`src/sv/ic_pkg.sv`:
```
package ic_pkg;

  localparam int IC_MAX_ELEMENTS = 256;
  localparam int IC_VALUE_WIDTH  = 32;

  localparam int              TOTAL_W   = 15;
  localparam logic [TOTAL_W-1:0] TOTAL_MAX = '1;

  typedef struct packed {
    logic vld;
    logic last;
    logic ovf;
  } tok_ctl_t;

endpackage

```
`src/sv/ic_accum.sv`:
```
module ic_accum
  import ic_pkg::*;
#(
  parameter int GW = 8
) (
  input  logic               clk,
  input  logic               rst_n,
  input  tok_ctl_t           exit_ctl,
  input  logic [GW-1:0]      exit_cnt,
  input  logic               out_tready,
  output logic               adv,
  output logic               out_tvalid,
  output logic [TOTAL_W-1:0] res_count,
  output logic               res_ovf
);

  localparam int SW = ((TOTAL_W > GW) ? TOTAL_W : GW) + 1;

  logic [TOTAL_W-1:0] total_r;
  logic [TOTAL_W-1:0] total_nxt;
  logic               ovf_r;
  logic               ovf_nxt;
  logic               valid_r;
  logic               valid_nxt;
  logic [SW-1:0]      sum;
  logic               take;
  logic               load;

  // stall only when a finished result is held and another final item arrives
  assign adv  = !(valid_r && !out_tready && exit_ctl.vld && exit_ctl.last);
  assign take = adv && exit_ctl.vld;
  assign load = take && exit_ctl.last;
  assign sum  = SW'(total_r) + SW'(exit_cnt);

  always_comb begin
    total_nxt = total_r;
    ovf_nxt   = ovf_r;
    if (take) begin
      total_nxt = (sum > SW'(TOTAL_MAX)) ? TOTAL_MAX : sum[TOTAL_W-1:0];
      ovf_nxt   = ovf_r | exit_ctl.ovf;
    end
    valid_nxt = valid_r && !out_tready;
    if (load) begin
      valid_nxt = 1'b1;
    end
  end

  always_ff @(posedge clk) begin
    if (!rst_n) begin
      total_r <= '0;
      ovf_r   <= 1'b0;
      valid_r <= 1'b0;
    end else begin
      valid_r <= valid_nxt;
      if (load) begin
        total_r <= '0;
        ovf_r   <= 1'b0;
      end else begin
        total_r <= total_nxt;
        ovf_r   <= ovf_nxt;
      end
    end
  end

  always_ff @(posedge clk) begin
    if (load) begin
      res_count <= total_nxt;
      res_ovf   <= ovf_nxt;
    end
  end

  assign out_tvalid = valid_r;

endmodule

```
`config.mk`:
```
export PLATFORM = sky130hd
export DESIGN_NAME = ic_accum
export DESIGN_NICKNAME = d
export VERILOG_FILES = /design/src/sv/ic_pkg.sv /design/src/sv/ic_accum.sv
export SDC_FILE = /design/constraint.sdc
export NUM_CORES = 1
export LEC_CHECK = 0
export ABC_CLOCK_PERIOD_IN_PS = 2570
export BUFFER_PORTS_ARGS = -buffer_cell sky130_fd_sc_hd__buf_2
export CAP_MARGIN = 0
export CORE_UTILIZATION = 25
export CTS_CLUSTER_DIAMETER = 80
export DETAILED_ROUTE_END_ITERATION = 6
export GPL_TIMING_DRIVEN = 0
export SLEW_MARGIN = 20
export SYNTH_ARGS = -nofsm -noshare
export SYNTH_HDL_FRONTEND = slang
export SYNTH_SLANG_ARGS = --single-unit
```
`constraint.sdc`:
```
create_clock -name clk -period 2.57 [get_ports clk]
set_clock_uncertainty 0.2 [all_clocks]
set_input_delay 0.514 -clock clk [delete_from_list [all_inputs] [get_ports clk]]
set_output_delay 0.514 -clock clk [all_outputs]
set_load 0.03 [all_outputs]
```
==> flow_metrics.env, run 1 <==
export IMPL_status="finished, violations left"
export IMPL_failed_checks="DRC"
export IMPL_gr_usage_all_layers=0.109
export IMPL_clockRootBuffer="clkbuf_8"
export IMPL_setup_viol=0
export IMPL_final_common_cell="buf_2"
export IMPL_synth_edf_count=16
export IMPL_ys_flop_type="dfxtp_1"
export IMPL_numCtsBuffers=5
export IMPL_grt_overflow=0
export IMPL_required_ps=2510
export IMPL_wl_met1_um=1850
export IMPL_area_growth_pct=20.8
export IMPL_num_io_pins=32
export IMPL_grt_pass1_wl_um=6150
export IMPL_wl_um=3660
export IMPL_route_met2_wl_um=1600
export IMPL_yosysUniqueCellTypes=44
export IMPL_cp_arrival_ps=2390
export IMPL_synth_cells=165
export IMPL_wl_per_cell_um=13.0
export IMPL_peakVddDrop_mv=0.173
export IMPL_cts_sinks=33
export IMPL_period_needed_ps=2450
export IMPL_start_util=0.263
export IMPL_crit_chain="buf_2, ha_2, fa_2, a211o_1, and3_4, or4_1, a31o_1, nand3_1"
export IMPL_path_class="input port to flop"
export IMPL_path_delay_family="simple AND/OR/NAND/NOR gates"
export IMPL_first_pass_iters=6
export IMPL_die_y_um=84.2
export IMPL_grt_max_degree=18
export IMPL_met3_length_um=175
export IMPL_p_leak_nw=0.823
export IMPL_synth_seq_area_share=0.486
export IMPL_synth_avg_cell_area_um2=10.2
export IMPL_cp_slowest_stage_delay_ps=390
export IMPL_dpl_cell_area_mm2=0.00194
export IMPL_powerDensity_mw_per_mm2=596
export IMPL_syn_nets=188
export IMPL_dieWidth_um=84.2
export IMPL_synth_async_reset_ratio=0
export IMPL_p_switching_uw=348
export IMPL_max_freq_mhz=408
export IMPL_coreArea_mm2=0.00642
export IMPL_syn_area_mm2=0.00169
export IMPL_path_max_fanout=3
export IMPL_highest_layer="met4"
export IMPL_yosys_warnings=0
export IMPL_power_frac_clock=0.306
export IMPL_post_drt_via_cell_ratio=4.79
export IMPL_clock_latency_ps=280
export IMPL_dieArea_mm2=0.00708
export IMPL_hold_viol=0
export IMPL_cp_num_buf_inv=1
export IMPL_tightestPinTransition_ps=888
export IMPL_fin_util=0.317
export IMPL_row_count=29
export IMPL_hpwl_um=2730
export IMPL_cp_slowest_cell="or4_1"
export IMPL_relSlewSlack=0.407
export IMPL_cts_path_max_buffers=2
export IMPL_antenna_found_initial=0
export IMPL_layout_common_cells="buf_2 (32), dfxtp_1 (17), nor2_1 (16), edfxtp_1 (16), a21oi_1 (14)"
export IMPL_antennaDiodeCount=0
export IMPL_stdcell_area_mm2=0.00204
export IMPL_comb_power_share=0.202
export IMPL_cp_start_kind="input port"
export IMPL_maxCapViolations=0
export IMPL_globalplace_congestion=0.814
export IMPL_seq_power_share=0.492
export IMPL_setup_tns_final_ps=0
export IMPL_tritoncts="built"
export IMPL_drcViolationCount=2
export IMPL_dr_first_iter_drc_count=66
export IMPL_layout_drive_gt1_share=0.240
export IMPL_p_int_uw=866
export IMPL_port_buffers=31
export IMPL_grt_pass1_vias=1304
export IMPL_swShare=0.287
export IMPL_hold_class="input port to flop"
export IMPL_slew_viol_final=0
export IMPL_nNetsFinal=226
export IMPL_clk_pin_slew_ps=70
export IMPL_r2r_setup_slack_ps=150
export IMPL_rsz0062_at_grt="no"
export IMPL_ant_nets=0
export IMPL_vias=1347
export IMPL_synth_ff_latch_count=33
export IMPL_h_tree_depth=2
export IMPL_cp_end_kind="flop"
export IMPL_timing_final_crit_share=0.953
## cell type report
cell class | instances | area (µm²)
multi-input cells | 127 | 863
clock buffers | 6 | 72.6
clock inverters | 2 | 10.0
well taps | 77 | 96.3
inverters | 2 | 7.51
flip-flops and latches | 33 | 821
fillers | 664 | 4380
repair buffers | 31 | 155
plain buffers | 3 | 12.5
## power by group through the flow
stage                     clock, mW  combinational (mW)  sequential (mW)
final                         0.372               0.245            0.598
after global routing          0.400               0.272            0.601
after CTS                     0.380               0.244            0.598
after detailed placement          0               0.242            0.609
after global placement            0               0.239            0.610
after floorplan                   0               0.149            0.639
## timing repair
action | in CTS | in global routing
setup endpoints to repair | 0 | 4
resized for setup | 0 | 3
hold buffers | 0 | 0
setup buffers | 0 | 0
## cell usage after synthesis, types with 3 or more instances
cell type	n	area (µm²)
dfxtp_1	17	340
nor2_1	17	63.8
edfxtp_1	16	480
a21oi_1	14	70.1
nand2_1	10	37.5
and2_1	8	50.1
ha_1	8	100
nand3_1	6	30.0
a31oi_1	5	31.3
o21ai_0	5	25.0
a211oi_1	4	30.0
nor3_1	4	20.0
xor2_1	4	35.0
a21o_1	3	22.5
and3_1	3	18.8
nand4_1	3	18.8
nor2b_1	3	18.8
## through the flow
step	hold WS, ps	std cells	power [mW]	worst slack [ps]
finish	288	281	1.21	122
global route	298	281	1.27	9.05
CTS	287	281	1.22	65.3
detailed placement	295	273	0.851	-218
global placement	284	273	0.848	-209
floorplan	270	165	0.788	15.9
## worst paths after layout
kind	startpoint	endpoint	cells past startpoint
max reg2reg	total_r[0]	res_count[6]	7
min	rst_n	out_tvalid	2
max	exit_cnt[0]	res_count[6]	8
min reg2reg	ovf_r	res_ovf	1
## worst register-to-register path: stages (launching register included)
cell	delay, ps
dfxtp_1	310
ha_2	200
fa_2	360
a211o_1	310
and3_4	190
or4_1	390
a31o_1	230
nand3_1	90
## logic make-up (layout without fill, tap and decap cells)
logic type,after synthesis,in the layout,synth area share
AND/OR/NAND/NOR,65,65,0.205
AO/OA/AOI/OAI,46,46,0.189
flip-flops,33,33,0.486
adder cells (fa/ha/maj),9,9,0.0712
XOR/XNOR,6,6,0.0311
buffers and inverters,5,44,0.0119
multiplexers,1,1,0.00593
## state kept, by name, indices dropped and copies added (netlist names)
register / cells
out_tvalid: 1
ovf_r: 1
res_count: 15
res_ovf: 1
total_r: 15
## per-layer routing
layer | vias to the layer above | global-route usage
li1 | 701 | -
met1 | 614 | 0.150
met2 | 28 | 0.168
met3 | 4 | 0.0305
met4 | 0 | 0.0329
met5 | - | 0
(Power assumes the default switching activity.)
==> run 2, diff against run 1 <==
--- a/config.mk
+++ b/config.mk
@@ -12,7 +12,7 @@
 export CTS_CLUSTER_DIAMETER = 80
 export DETAILED_ROUTE_END_ITERATION = 6
 export GPL_TIMING_DRIVEN = 0
-export SLEW_MARGIN = 20
+export SETUP_SLACK_MARGIN = 0.5
 export SYNTH_ARGS = -nofsm -noshare
 export SYNTH_HDL_FRONTEND = slang
 export SYNTH_SLANG_ARGS = --single-unit
==> run 2 against run 1 <==
  * The flow still finishes with violations (DRC)
  * Critical path depth is 1 lower
  * Worst hold slack worse by 17 ps
  * Critical path type is now flop to flop
  * Global-route usage is 1.3 points higher
  * Sequential share of layout area is 6.1 points lower
  * Clock-buffer cell count is 1 higher
  * Largest cell class unchanged
  * Via count is 11% higher
  * Cell area is 18% higher
==> flow_metrics.env, run 2 (same netlist as run 1, synthesis figures left out) <==
export IMPL_stdcell_area_mm2=0.00241
export IMPL_p_switching_uw=401
export IMPL_r2r_setup_slack_ps=220
export IMPL_path_max_fanout=2
export IMPL_path_class="flop to flop"
export IMPL_gr_usage_all_layers=0.122
export IMPL_wl_per_cell_um=14.8
export IMPL_port_buffers=31
export IMPL_hpwl_um=2780
export IMPL_cp_start_kind="flop"
export IMPL_tritoncts="built"
export IMPL_hold_class="input port to flop"
export IMPL_max_freq_mhz=425
export IMPL_first_pass_iters=6
export IMPL_p_int_uw=979
export IMPL_antennaDiodeCount=0
export IMPL_setup_viol=0
export IMPL_cp_num_buf_inv=0
export IMPL_path_delay_family="simple AND/OR/NAND/NOR gates"
export IMPL_required_ps=2530
export IMPL_crit_chain="ha_4, fa_2, a211o_1, and3_4, or4_1, a31o_1, nand3_1"
export IMPL_grt_overflow=0
export IMPL_post_drt_via_cell_ratio=4.98
export IMPL_grt_pass1_vias=1401
export IMPL_tightestPinTransition_ps=826
export IMPL_cp_end_kind="flop"
export IMPL_num_io_pins=32
export IMPL_fillers=634
export IMPL_cp_slowest_stage_delay_ps=400
export IMPL_maxCapViolations=0
export IMPL_drcViolationCount=8
export IMPL_hold_viol=0
export IMPL_vias=1494
export IMPL_relSlewSlack=0.445
export IMPL_h_tree_depth=2
export IMPL_top_regs="res_count: 15 flops, total_r: 15 flops"
export IMPL_cts_hold_buffers=0
export IMPL_peakVddDrop_mv=0.168
export IMPL_clk_pin_slew_ps=70
export IMPL_dpl_cell_area_mm2=0.00200
export IMPL_area_growth_pct=42.8
export IMPL_cp_arrival_ps=2310
export IMPL_status="finished, violations left"
export IMPL_coreArea_mm2=0.00642
export IMPL_row_count=29
export IMPL_dieWidth_um=84.2
export IMPL_start_util=0.263
export IMPL_cts_path_max_buffers=2
export IMPL_die_y_um=84.2
export IMPL_wl_um=4440
export IMPL_ant_nets=0
export IMPL_slew_viol_final=0
export IMPL_fin_util=0.375
export IMPL_final_common_cell="buf_2"
export IMPL_p_leak_nw=0.979
export IMPL_numCtsBuffers=5
export IMPL_comb_power_share=0.249
export IMPL_dieArea_mm2=0.00708
export IMPL_nNetsFinal=245
export IMPL_power_frac_clock=0.316
export IMPL_antenna_found_initial=0
export IMPL_swShare=0.291
export IMPL_cts_sinks=33
export IMPL_holdWs_ps=270
export IMPL_powerDensity_mw_per_mm2=572
export IMPL_cp_slowest_cell="or4_1"
export IMPL_failed_checks="DRC"
export IMPL_dr_first_iter_drc_count=90
export IMPL_period_needed_ps=2350
export IMPL_grt_max_degree=11
export IMPL_clock_latency_ps=290
export IMPL_seq_power_share=0.435
export IMPL_globalplace_congestion=0.793
export IMPL_rsz0062_at_grt="yes"
export IMPL_clockRootBuffer="clkbuf_8"
export IMPL_layout_common_cells="buf_2 (30), nor2_1 (16), edfxtp_1 (16)"
export IMPL_layout_drive_gt1_share=0.417
export IMPL_timing_final_crit_share=0.915
export IMPL_grt_pass1_wl_um=6690
==> run 2: repair_timing <==
action	CTS	global route
pin swaps	7	19
resized for setup	11	30
cloned	1	1
endpoints found under the setup margin	30	31
setup buffers	8	8
==> run 2: per-layer routing <==
layer | track usage | up-vias | part of all wire
met4 | 0.0423 | 0 | 0.016
met3 | 0.0305 | 8 | 0.048
li1 | - | 738 | -
met5 | 0 | - | 0
met2 | 0.197 | 40 | 0.48
met1 | 0.159 | 708 | 0.45
==> run 2: power by group through the flow <==
stage	sequential [mW]	clock, mW	combinational, mW
finish	0.600	0.436	0.344
global placement	0.609	0	0.246
detailed placement	0.609	0	0.254
floorplan	0.639	0	0.156
global route	0.603	0.466	0.372
CTS	0.599	0.441	0.290
==> run 2: worst paths after layout <==
| path | startpoint | endpoint | cells past startpoint |
|---|---|---|---|
| max | total_r[0] | res_count[6] | 7 |
| min | rst_n | out_tvalid | 2 |
| max reg2reg | total_r[0] | res_count[6] | 7 |
| min reg2reg | ovf_r | res_ovf | 1 |
==> run 2: through the flow <==
step / total power, mW / std cells / setup WS (ps) / TNS [ps]
global route: 1.44 / 300 / 138 / 0
finish: 1.38 / 300 / 218 / 0
CTS: 1.33 / 291 / 179 / 0
detailed placement: 0.862 / 274 / -145 / -296
global placement: 0.855 / 273 / -428 / -3170
floorplan: 0.795 / 165 / 95.4 / 0
==> run 2: area by class of cell <==
type / instances / area [µm²] / area share
Tap cell: 77 / 96.3 / 0.0400
Multi-Input combinational cell: 129 / 1050 / 0.435
Clock inverter: 1 / 5.00 / 0.00208
Buffer: 3 / 20.0 / 0.00830
Clock buffer: 7 / 96.3 / 0.0400
Timing Repair Buffer: 48 / 312 / 0.129
Inverter: 2 / 7.51 / 0.00311
Sequential cell: 33 / 825 / 0.342
