--- config.mk ---
export PLATFORM = sky130hd
export DESIGN_NAME = ic_cell
export DESIGN_NICKNAME = d
export VERILOG_FILES = /design/src/sv/ic_pkg.sv /design/src/sv/ic_cell.sv
export SDC_FILE = /design/constraint.sdc
export NUM_CORES = 1
export LEC_CHECK = 0
export BUFFER_PORTS_ARGS = -buffer_cell sky130_fd_sc_hd__buf_4
export CAP_MARGIN = 30
export CORE_MARGIN = 2
export CORE_UTILIZATION = 50
export DETAILED_ROUTE_END_ITERATION = 6
export PLACE_DENSITY = 0.78
export SYNTH_ARGS = -nofsm -noshare
export SYNTH_HDL_FRONTEND = slang
export SYNTH_SLANG_ARGS = --single-unit
--- constraint.sdc ---
create_clock -name clk -period 3.9 [get_ports clk]
set_input_delay 0.39 -clock clk [delete_from_list [all_inputs] [get_ports clk]]
set_output_delay 0.39 -clock clk [all_outputs]
set_load 0.01 [all_outputs]
--- src/sv/ic_pkg.sv ---
package ic_pkg;

  localparam int IC_MAX_ELEMENTS = 256;
  localparam int IC_VALUE_WIDTH  = 32;

  localparam int              TOTAL_W   = 15;
  localparam logic [TOTAL_W-1:0] TOTAL_MAX = '1;

  typedef struct packed {
    logic vld;
    logic last;
    logic ovf;
  } tok_ctl_t;

endpackage

--- src/sv/ic_cell.sv ---
module ic_cell
  import ic_pkg::*;
#(
  parameter int VALUE_WIDTH = IC_VALUE_WIDTH,
  parameter int IW          = 9,
  parameter int GW          = 8,
  parameter int IDX         = 0
) (
  input  logic                   clk,
  input  logic                   rst_n,
  input  logic                   adv,
  input  tok_ctl_t               ctl_i,
  input  logic [IW-1:0]          idx_i,
  input  logic [VALUE_WIDTH-1:0] val_i,
  input  logic [GW-1:0]          cnt_i,
  output tok_ctl_t               ctl_o,
  output logic [IW-1:0]          idx_o,
  output logic [VALUE_WIDTH-1:0] val_o,
  output logic [GW-1:0]          cnt_o
);

  tok_ctl_t               ctl_r;
  logic [IW-1:0]          idx_r;
  logic [VALUE_WIDTH-1:0] val_r;
  logic [GW-1:0]          cnt_r;
  logic [GW-1:0]          cnt_nxt;
  logic [VALUE_WIDTH-1:0] store_r;
  logic                   greater;
  logic                   wr_en;

  // count only against cells filled before this item entered
  assign greater = ctl_i.vld && !ctl_i.ovf && (idx_i > IW'(IDX)) &&
                   ($signed(store_r) > $signed(val_i));
  assign cnt_nxt = cnt_i + GW'(greater);
  assign wr_en   = adv && ctl_i.vld && !ctl_i.last && (idx_i == IW'(IDX));

  always_ff @(posedge clk) begin
    if (!rst_n) begin
      ctl_r <= '0;
    end else if (adv) begin
      ctl_r <= ctl_i;
    end
  end

  always_ff @(posedge clk) begin
    if (adv) begin
      idx_r <= idx_i;
      val_r <= val_i;
      cnt_r <= cnt_nxt;
    end
  end

  always_ff @(posedge clk) begin
    if (wr_en) begin
      store_r <= val_i;
    end
  end

  assign ctl_o = ctl_r;
  assign idx_o = idx_r;
  assign val_o = val_r;
  assign cnt_o = cnt_r;

endmodule

==> run summary, run 1 <==
The sort of element at the start of the critical path is a flop. The flow ran to the end, and the final reports show no timing, DRC or antenna violations. The category of the most critical setup path is flop to flop. The via count of the first global-routing pass is 2,190. The per-instance average area after synthesis came out at 15.5 µm². The number of rows created at floorplan is 30. The signal on the critical path passes through ha_1 -> a21oi_1 -> nand2_1 -> a221o_1 -> o31ai_2 -> a21oi_1 -> and3b_1 -> ha_1 -> ha_1 -> and3_1 -> nand3_1 -> xnor2_1. The actual slew at the worst max-slew pin is 681 ps.

The worst setup path is captured at a flop. The wire-length estimate of the detail-placed layout is 4780 µm. The setup slack after layout is 952 ps. The post-synthesis instance area came out at 3510 µm². The total number of nets in the final design came out at 433. The repair_antennas step left the layout with diodes totalling 0. In the global route stage, overall resource usage came out at 17.7%. Input and output buffers added on the ports amount to 106.

The reg2reg setup slack is 950 ps. The largest net degree at the start of global routing came out at 54. Once the clock tree was built, the resizer swapped 0 gates to a different size. In this run, post-CTS hold repair placed 0 buffers.

The worst setup slack before clock tree synthesis came out at 758 ps. The area added between synthesis and finish came out at 31.9%. The total wire length is 6560 µm.

Pin placement for this block handled 107 I/O pins. The wire length of the first global-routing pass is 10,100 µm. The number of hold-slack violations in the final timing report is 0. The overall die area is 7710 µm².

The biggest area consumer among synthesized cells is edfxtp_1. The worst register-to-register path begins at store_r[14]$_DFFE_PP_. The final count of pins violating max slew came to 0. STA puts the critical path data arrival time at 3060 ps.

The fraction of final layout cells with drive strength greater than 1 came out at 35.8%. The number of warnings issued by yosys came out at 0. The share of the clock period used by the worst path after layout is 75.6%.

Power spread over the standard cell area amounts to 398 nW/µm². The slowest stage of the critical path is the edfxtp_1 cell. The clock period minus worst slack is 2950 ps.

The top cell type's share of synthesized area is 69.2%. The final global-route overflow total is 0. The clock-pin slew on the worst setup and hold paths came out at 90 ps. Dividing the detail-routed via count by the number of cells gives 4.87. Once the clock tree was built, the setup fixing pass inserted 0 buffers.

The end of the critical path is cnt_o[6]$_DFFE_PP_. The highest achievable clock rate is 339 MHz. The y dimension of the die is 87.8 µm. The distinct cell type count after synthesis is 29.

The initial DRC count is 86. The largest buffer count on any clock path came out at 2. The H-tree was split into 3 levels. Setup repair after global routing left no endpoint under its margin.

The largest incremental delay on the critical path is 380 ps. Clock tree synthesis inserted a total of 9 buffers. The most common cell after layout, fill and taps aside is buf_4. The initial antenna violation count is 0.

Counting every sink on the clock net gives 84. Measured in cells, the most critical reg-to-reg path has a length of 12. The die outline width is 87.8 µm. The total number of vias is 2,166. The synthesized design contains 84 register bits. The post-route setup TNS is 0 ps. Across the run, the number of max-cap violations was 0. The gate count after technology mapping came out at 226. The data required time of the worst path came out at 4010 ps. The area of the placeable core is 6790 µm². The total iterations of the first detailed-routing run is 4. The number of nets in the synthesized netlist is 315. The classification of the worst-slack hold path is input pin to flop. The leakage power of the design is 2.01 nW.

The detailed-route DRC error count came out at 0. The latest clock arrival within the worst-skew pair is 350 ps. The wire length per cell is 14.7 µm.

The origin of the worst setup path is store_r[14]$_DFFE_PP_. In the layout the commonest cells are buf_4, edfxtp_1, ha_1, inv_1, a21oi_1. Once detail routing completed, the nets flagged for antenna violations numbered 0. The sequential share of the synthesized area is 70.9%.

The starting density of the core came out at 51.7%. TritonCTS built the clock tree. The placer's final routability congestion estimate is 0.752. Sorting the synthesized cells by area gives the leading types as edfxtp_1, ha_1, inv_1. Along the worst path, the maximum fanout reaches 3. The tree is rooted in a clkbuf_8. IR analysis of the VDD net gives a maximum drop of 0.266 mV. The number of failing setup endpoints in the final timing report is 0. The cell occurring most often along the worst timing path is ha_1.

In this run the critical register-to-register path is captured at cnt_o[6]$_DFFE_PP_. Across the routed clock network, the largest skew measured is 10.7 ps. The worst slew slack as a fraction of its limit is 54.6%.

The tightest hold margin came out at 217 ps.
==> stage by stage <==
step                utilization [%]  total power (W)  instance area (µm²)  std cells
floorplan                         -          0.00113                 3510        226
global placement               65.4          0.00126                 4440        429
detailed placement             65.4          0.00127                 4440        429
CTS                            68.2          0.00187                 4630        445
global route                   68.2          0.00191                 4630        445
finish                         68.2          0.00185                 4630        445
==> report_power, final <==
part | internal (W) | switching [W]
combinational | 0.000106 | 0.0000939
clock | 0.000296 | 0.000304
sequential | 0.00103 | 0.0000118
total | 0.00144 | 0.000410
==> flip-flops by register name, summed over array words and instances (netlist names) <==
| signal | flops |
|---|---|
| store_r | 32 |
| ctl_o | 3 |
| idx_o | 9 |
| val_o | 32 |
| cnt_o | 8 |
==> cells in the mapped netlist (all sizes together) <==
| master | n |
|---|---|
| nand3 | 7 |
| and4 | 4 |
| nand2b | 1 |
| xor2 | 2 |
| inv | 33 |
| nor2b | 3 |
| mux2i | 2 |
| a21o | 3 |
| edfxtp | 81 |
| o31ai | 1 |
| xnor2 | 4 |
| a21boi | 2 |
| and3b | 1 |
| nand2 | 9 |
| ha | 34 |
| and3 | 1 |
| o21ai | 4 |
| a221o | 1 |
| nand4 | 5 |
| a221oi | 1 |
| a21oi | 14 |
| dfxtp | 3 |
| nor4 | 2 |
| nor2 | 2 |
| o211ai | 1 |
| o31a | 1 |
| and4b | 1 |
| nor3 | 3 |
==> critical path: cells and delay by family (launching register included) <==
kind	cells	cell delay, ps
adder cells (fa/ha/maj)	3	680
AND/OR/NAND/NOR	4	590
AO/OA/AOI/OAI	4	910
XOR/XNOR	1	140
flip-flops	1	380
==> area by class of cell <==
type	count	area, µm²
clock inverters	6	65.1
well taps	96	120
multi-input cells	109	902
fillers	479	2160
inverters	33	124
flip-flops and latches	84	2490
repair buffers	107	803
clock buffers	10	128
==> kinds of logic after synthesis <==
group                    after synthesis  share of synthesized area (%)
flip-flops                            84                           70.9
AND/OR/NAND/NOR                       39                           6.27
adder cells (fa/ha/maj)               34                           12.1
buffers and inverters                 33                           3.53
AO/OA/AOI/OAI                         28                           5.09
XOR/XNOR                               6                           1.50
multiplexers                           2                          0.570
==> per-layer routing <==
metal	global-route usage (%)	part of all wire, %	vias to the layer above
met5	0	0	-
met3	4.52	5.4	10
li1	-	-	1080
met4	7.97	1.8	0
met2	31.1	53	57
met1	20.3	40	1019
==> how the worst min path moves through the flow <==
stage / cells past startpoint / start / to / slack (ps)
finish: 1 / idx_i[3] / idx_o[3]$_DFFE_PP_ / 220
global route: 1 / idx_i[8] / idx_o[8]$_DFFE_PP_ / 210
CTS: 1 / idx_i[8] / idx_o[8]$_DFFE_PP_ / 200
detailed placement: 2 / ctl_o[2]$_SDFFE_PN0P_ / ctl_o[2]$_SDFFE_PN0P_ / 490
global placement: 2 / ctl_o[2]$_SDFFE_PN0P_ / ctl_o[2]$_SDFFE_PN0P_ / 470
floorplan: 0 / idx_i[0] / idx_o[0]$_DFFE_PP_ / 490
Power figures use the tool's default switching activity.
==> run 2, diff against run 1 <==
==> constraint.sdc (replaced) <==
create_clock -name clk -period 3 [get_ports clk]
set_input_delay 0.3 -clock clk [delete_from_list [all_inputs] [get_ports clk]]
set_output_delay 0.3 -clock clk [all_outputs]
set_load 0.01 [all_outputs]
==> run 2 against run 1 <==
Against the previous run:
- critical path depth is the same
- total power grew 28%
- cell count shrank 0.22%
- non-clock buffer count grew 1
- setup slack lost 740 ps
==> run summary, run 2 (synthesis results as in run 1) <==
The run finished with clean final reports. The via count of the first global-routing pass came out at 2,282. The clock period minus worst slack came out at 2790 ps. Using the TritonRoute via totals, the vias-per-cell ratio works out to 4.89.

The initial antenna violation count came out at 0. In the routed design, unresolved DRC markers number 0. The setup slack after layout is 209 ps. The total iterations of the first detailed-routing run is 4. The count of placed standard cells including taps came out at 430. The latest clock arrival within the worst-skew pair is 340 ps. The final count of pins violating max slew came to 0. The reg2reg setup slack is 210 ps.

The number of nets still failing antenna checks after routing came out at 0. Summing all flip-flop and latch instances after layout gives 2490 µm². The total number of nets in the final design came out at 434. TritonCTS built the clock tree. The congestion estimate from routability-driven global placement came to 0.742. The slowest library cell on the worst path is a221o_1. The leakage power of the design is 2.02 nW. The final global-route overflow total is 0. The critical path contains buffers and inverters numbering 0 combined.

The area added between synthesis and finish came out at 32.6%. Setup repair after global routing left no endpoint under its margin. The number of rows created at floorplan came out at 30.

The number of failing setup endpoints in the final timing report came out at 0. The HPWL after detailed placement came out at 4710 µm. The first global-routing pass estimated 10,300 µm of wire. The total number of vias is 2,169.

Leaving out filler cells and counting taps, the final layout contains 444. The port buffer count came out at 106. The worst slew slack as a fraction of its limit came out at 55.1%. The reported max-cap violation count came out at 0. The highest achievable clock rate is 358 MHz. The largest incremental delay on the critical path came out at 380 ps. The peak fanout along the critical path came out at 3.

STA classifies the critical path endpoint as a flop. In the final layout, the share of cells above drive strength 1 is 36.8%. The post-CTS setup-driven buffer insertion count is 0. The clock-pin slew on the worst setup and hold paths is 80 ps.

The first routing iteration left 101 violations. The clock buffer count from CTS came out at 9. The number of hold-slack violations in the final timing report came to 0. The data required time of the worst path is 3100 ps. The total global-route track usage came out at 17.9%. The worst setup path is of the flop to flop kind. The overall die area came out at 7710 µm². The worst-case IR drop observed on VDD is 0.303 mV. OpenSTA, run right after detailed placement, puts the worst setup slack at -19.2 ps.

The core region is 6790 µm². The total power per unit cell area is 507 nW/µm². The die outline width came out at 87.8 µm. Hold is met by 139 ps. The sort of element at the start of the critical path is a flop. The arrival time at the worst endpoint came out at 2890 ps. The clock net sink count is 84. The wire length per cell is 14.6 µm.

Grouping stages by cell kind, the critical path spends the most delay in compound AO/OA/AOI/OAI gates. Once the clock tree was built, the resizer swapped 0 gates to a different size. Buffers inserted to repair hold after CTS numbered 0. The final-layout fill cell count came out at 480. In this run the number of H-tree levels came out at 3. The CTS root buffer is clkbuf_8.

Leaving out fill and tap cells, the most frequent cell in the layout is buf_4. The largest net degree at the start of global routing is 53. The share of the clock period used by the worst path after layout came out at 93.0%. The y dimension of the die is 87.8 µm. The multi-input combinational cells in the finished layout cover a total of 940 µm².

The number of antenna diodes came out at 0. The total wire length came out at 6480 µm. 107 I/O pins were placed. In the layout the commonest cells are buf_4, edfxtp_1, inv_1, ha_1, a21oi_1. Walking the worst path, the cells encountered are ha_1 -> a21oi_1 -> nand2_1 -> a221o_1 -> o31ai_4 -> a21oi_1 -> and3b_1 -> ha_1 -> ha_2 -> and3_4 -> nand3_1 -> xnor2_1.

On the final layout, the worst clock skew is 5.90 ps. The largest buffer count on any clock path came out at 2. The actual slew at the worst max-slew pin came out at 674 ps. The tightest min-delay check is of the input pin to flop type. The starting density of the core came out at 51.7%.
[run 2: final timing paths]
kind         cells past startpoint                  start                    end
max                             12  store_r[14]$_DFFE_PP_     cnt_o[6]$_DFFE_PP_
min                              1               idx_i[5]     idx_o[5]$_DFFE_PP_
max reg2reg                     12  store_r[14]$_DFFE_PP_     cnt_o[6]$_DFFE_PP_
min reg2reg                      2  ctl_o[2]$_SDFFE_PN0P_  ctl_o[2]$_SDFFE_PN0P_
[run 2: cell type report]
| type | instances | area share (%) |
|---|---|---|
| Sequential cell | 84 | 53.5 |
| Multi-Input combinational cell | 109 | 20.2 |
| Timing Repair Buffer | 108 | 17.4 |
| Clock buffer | 11 | 2.82 |
| Inverter | 33 | 2.66 |
| Tap cell | 96 | 2.58 |
| Clock inverter | 3 | 0.860 |
[run 2: per-stage QoR]
stage	TNS, ps	utilization [%]	power [W]	area (µm²)
6_report	0	68.6	0.00236	4660
5_1_grt	0	68.6	0.00246	4660
4_1_cts	0	68.1	0.00238	4630
3_5_place_dp	-19.2	65.6	0.00165	4460
3_3_place_gp	0	65.6	0.00164	4460
2_1_floorplan	0	-	0.00147	3520
[run 2: metal layers]
layer | GRT usage (%) | up-vias | wire, µm
li1 | - | 1081 | -
met5 | 0 | - | 0
met1 | 20.8 | 1027 | 2560
met3 | 5.84 | 7 | 352
met2 | 30.8 | 54 | 3470
met4 | 6.85 | 0 | 94
[run 2: where the power goes]
group / switching (W) / internal, W
clock network: 0.000363 / 0.000374
registers: 0.0000162 / 0.00135
logic: 0.000122 / 0.000139
==> run 3, diff against run 2 <==
--- a/config.mk
+++ b/config.mk
@@ -8,9 +8,9 @@
 export BUFFER_PORTS_ARGS = -buffer_cell sky130_fd_sc_hd__buf_4
 export CAP_MARGIN = 30
 export CORE_MARGIN = 2
-export CORE_UTILIZATION = 50
+export CORE_UTILIZATION = 46
 export DETAILED_ROUTE_END_ITERATION = 6
-export PLACE_DENSITY = 0.78
+export PLACE_DENSITY = 0.76
 export SYNTH_ARGS = -nofsm -noshare
 export SYNTH_HDL_FRONTEND = slang
 export SYNTH_SLANG_ARGS = --single-unit
==> constraint.sdc (replaced) <==
create_clock -name clk -period 2.5 [get_ports clk]
set_input_delay 0.25 -clock clk [delete_from_list [all_inputs] [get_ports clk]]
set_output_delay 0.25 -clock clk [all_outputs]
set_load 0.01 [all_outputs]
==> run 3 against run 2 <==
Against the previous run:
- the run now ends with negative setup slack left
- total power grew 22%
- die area grew 8.3%
- hold slack lost 45 ps
- sequential cell count is the same
- maximum frequency grew 1.6%
- via count grew 4.1%
==> run summary, run 3 (synthesis results as in run 1) <==
The run finished, with violations left. The final reports fail on negative setup slack. For the pin with the worst max-slew slack, the measured transition is 680 ps. The overall die area is 8350 µm². After routing, the total negative slack on setup checks comes to -1110 ps. In this run the deepest clock path goes through 2 buffers.

The total area of sequential cells came out at 2490 µm². The initial DRC count is 66. The area added between synthesis and finish came out at 43.4%. The starting density of the core came out at 47.9%.

The clock tree synthesis step divided the H-tree into 3 levels. The largest net degree at the start of global routing is 53. The endpoint type of the worst setup path is a flop. Setup violations remaining at the end of the flow were counted as 7.

The total power per unit cell area is 572 nW/µm². The cell internal power dissipation came out at 0.00227 W. In this run the clock root is driven by a clkbuf_8. The reported max-cap violation count came out at 0. Of the total power, the clock network draws 30.7%.

The area of the placeable core is 7330 µm². After clock tree synthesis, the clock-pin slew on the worst setup and hold paths is 80 ps. The total power of the final layout came out at 0.00288 W. The detailed-route DRC error count is 0. The reg-to-reg startpoint is store_r[14]$_DFFE_PP_. Leaving out fill and tap cells, the most frequent cells in the layout are buf_4, edfxtp_1, inv_1, ha_1, a21oi_1. The setup slack after layout is -248 ps.

The tightest hold margin came out at 94.6 ps. Headroom to the max-slew limit came out at 54.7%. On the final layout, the worst clock skew is 9.92 ps. The initial antenna violation count came out at 0.

IR analysis of the VDD net gives a maximum drop of 0.387 mV. The wire length of the first global-routing pass is 10,800 µm. The worst setup path is launched from a flop. The repair_antennas step left the layout with diodes totalling 0.

The HPWL after detailed placement is 4840 µm. The clock period minus worst slack came out at 2750 ps. After layout, the worst path uses 110% of the clock period. The placer's final routability congestion estimate is 0.752. The most critical setup path has its startpoint at store_r[14]$_DFFE_PP_. The number of ports placed on the die boundary is 107. The die is 91.4 µm wide. Net switching is 21.3% of the power.

The data required time of the worst path is 2600 ps. Using the TritonRoute via totals, the vias-per-cell ratio works out to 4.75. The wire length per cell is 14.3 µm. In the global route stage, overall resource usage came out at 16.7%. The final count of pins violating max slew came to 0. The library cell used most frequently in the layout, excluding fill and tap cells, is buf_4. The total iterations of the first detailed-routing run is 4. In this run the critical register-to-register path is captured at cnt_o[6]$_DFFE_PP_.

Summing all placed instances gives a cell area of 4700 µm². The total number of nets in the final design is 462. The highest achievable clock rate came out at 364 MHz.

The y dimension of the die is 91.4 µm. The number of hold-slack violations in the final timing report is 0. The latest clock arrival within the worst-skew pair is 340 ps. The classification of the worst-slack hold path is input pin to flop. The total number of vias came out at 2,259. The combinational group share of total power is 12.5%.

STA puts the critical path data arrival time at 2850 ps. In this run the worst path has a maximum fanout of 3. The number of rows created at floorplan is 31. In this run the remaining antenna-violating nets after routing total 0. The number of cells on the worst reg-to-reg path is 12.

The category of the most critical setup path is flop to flop. The reg2reg setup slack came out at -250 ps. Of the total power, registers draw 56.8%. The final global-route overflow total came out at 0. In the final layout, the share of cells above drive strength 1 is 45.4%.

CTS saw 84 sinks. The worst setup slack before clock tree synthesis is -410 ps. The via count of the first global-routing pass came out at 2,345. The port buffer count came out at 106. The total wire length is 6820 µm. The leakage power of the design is 2.17 nW. The footprint of the multi-input gates is 1100 µm². Setup repair after global routing could not meet its margin everywhere.

Clock tree synthesis inserted a total of 9 buffers. The TritonCTS clock tree is done. The final cell area excluding filler cells is 5040 µm². The end of the critical path is cnt_o[6]$_DFFE_PP_. The final-layout fill cell count is 526.

The net switching power figure is 0.000612 W.
run 3: cell types whose count changed in the layout (fill, tap and decap cells not counted), sizes merged:
| cell | previous run | this run |
|---|---|---|
| buf | 108 | 136 |
| clkbuf | 11 | 12 |
run 3: metal layers:
layer | GRT usage (%) | share of wire [%] | vias up
li1 | - | - | 1136
met1 | 20.2 | 40 | 1050
met2 | 27.6 | 53 | 64
met3 | 4.73 | 5.4 | 9
met4 | 7.83 | 1.3 | 0
met5 | 0 | 0 | -
run 3: through the flow:
step           instances  util, %
3_5_place_dp         460     64.1
5_1_grt              476     68.7
2_1_floorplan        226        -
3_3_place_gp         460     64.1
4_1_cts              475     66.9
6_report             476     68.7
run 3: worst min path at each step:
stage               startpoint            endpoint  depth (start not counted)
floorplan             idx_i[0]  idx_o[0]$_DFFE_PP_                          0
detailed placement    idx_i[3]  idx_o[3]$_DFFE_PP_                          1
global route          idx_i[5]  idx_o[5]$_DFFE_PP_                          1
global placement      idx_i[4]  idx_o[4]$_DFFE_PP_                          1
CTS                   idx_i[3]  idx_o[3]$_DFFE_PP_                          1
finish                idx_i[8]  idx_o[8]$_DFFE_PP_                          1
run 3: timing repair:
item                       in CTS  in global routing
pin swaps                      14                  9
hold buffers                    0                  0
cloned                          0                  0
buffers inserted                0                  1
setup endpoints to repair       7                  8
gates resized for setup         6                 14
run 3: cell type report:
cell class / instances / area share, %
well taps: 99 / 2.46
clock inverters: 3 / 0.770
inverters: 33 / 2.46
repair buffers: 136 / 20.3
clock buffers: 12 / 2.68
multi-input cells: 109 / 21.9
flip-flops and latches: 84 / 49.5
run 3: power by group through the flow:
stage	Combinational, W	Clock, W	Sequential, W
6_report	0.000360	0.000885	0.00163
5_1_grt	0.000394	0.000984	0.00164
4_1_cts	0.000351	0.000919	0.00163
3_5_place_dp	0.000346	0	0.00167
3_3_place_gp	0.000337	0	0.00166
2_1_floorplan	0.0000663	0	0.00170
run 3: critical path, cell delays in order (launching register included):
cell,delay [ps]
edfxtp_1,420
ha_4,240
a21oi_2,130
nand2_1,70
a221o_1,370
o31ai_2,280
a21oi_1,90
and3b_2,260
ha_4,150
ha_4,130
and3_4,180
nand3_2,70
xnor2_1,120
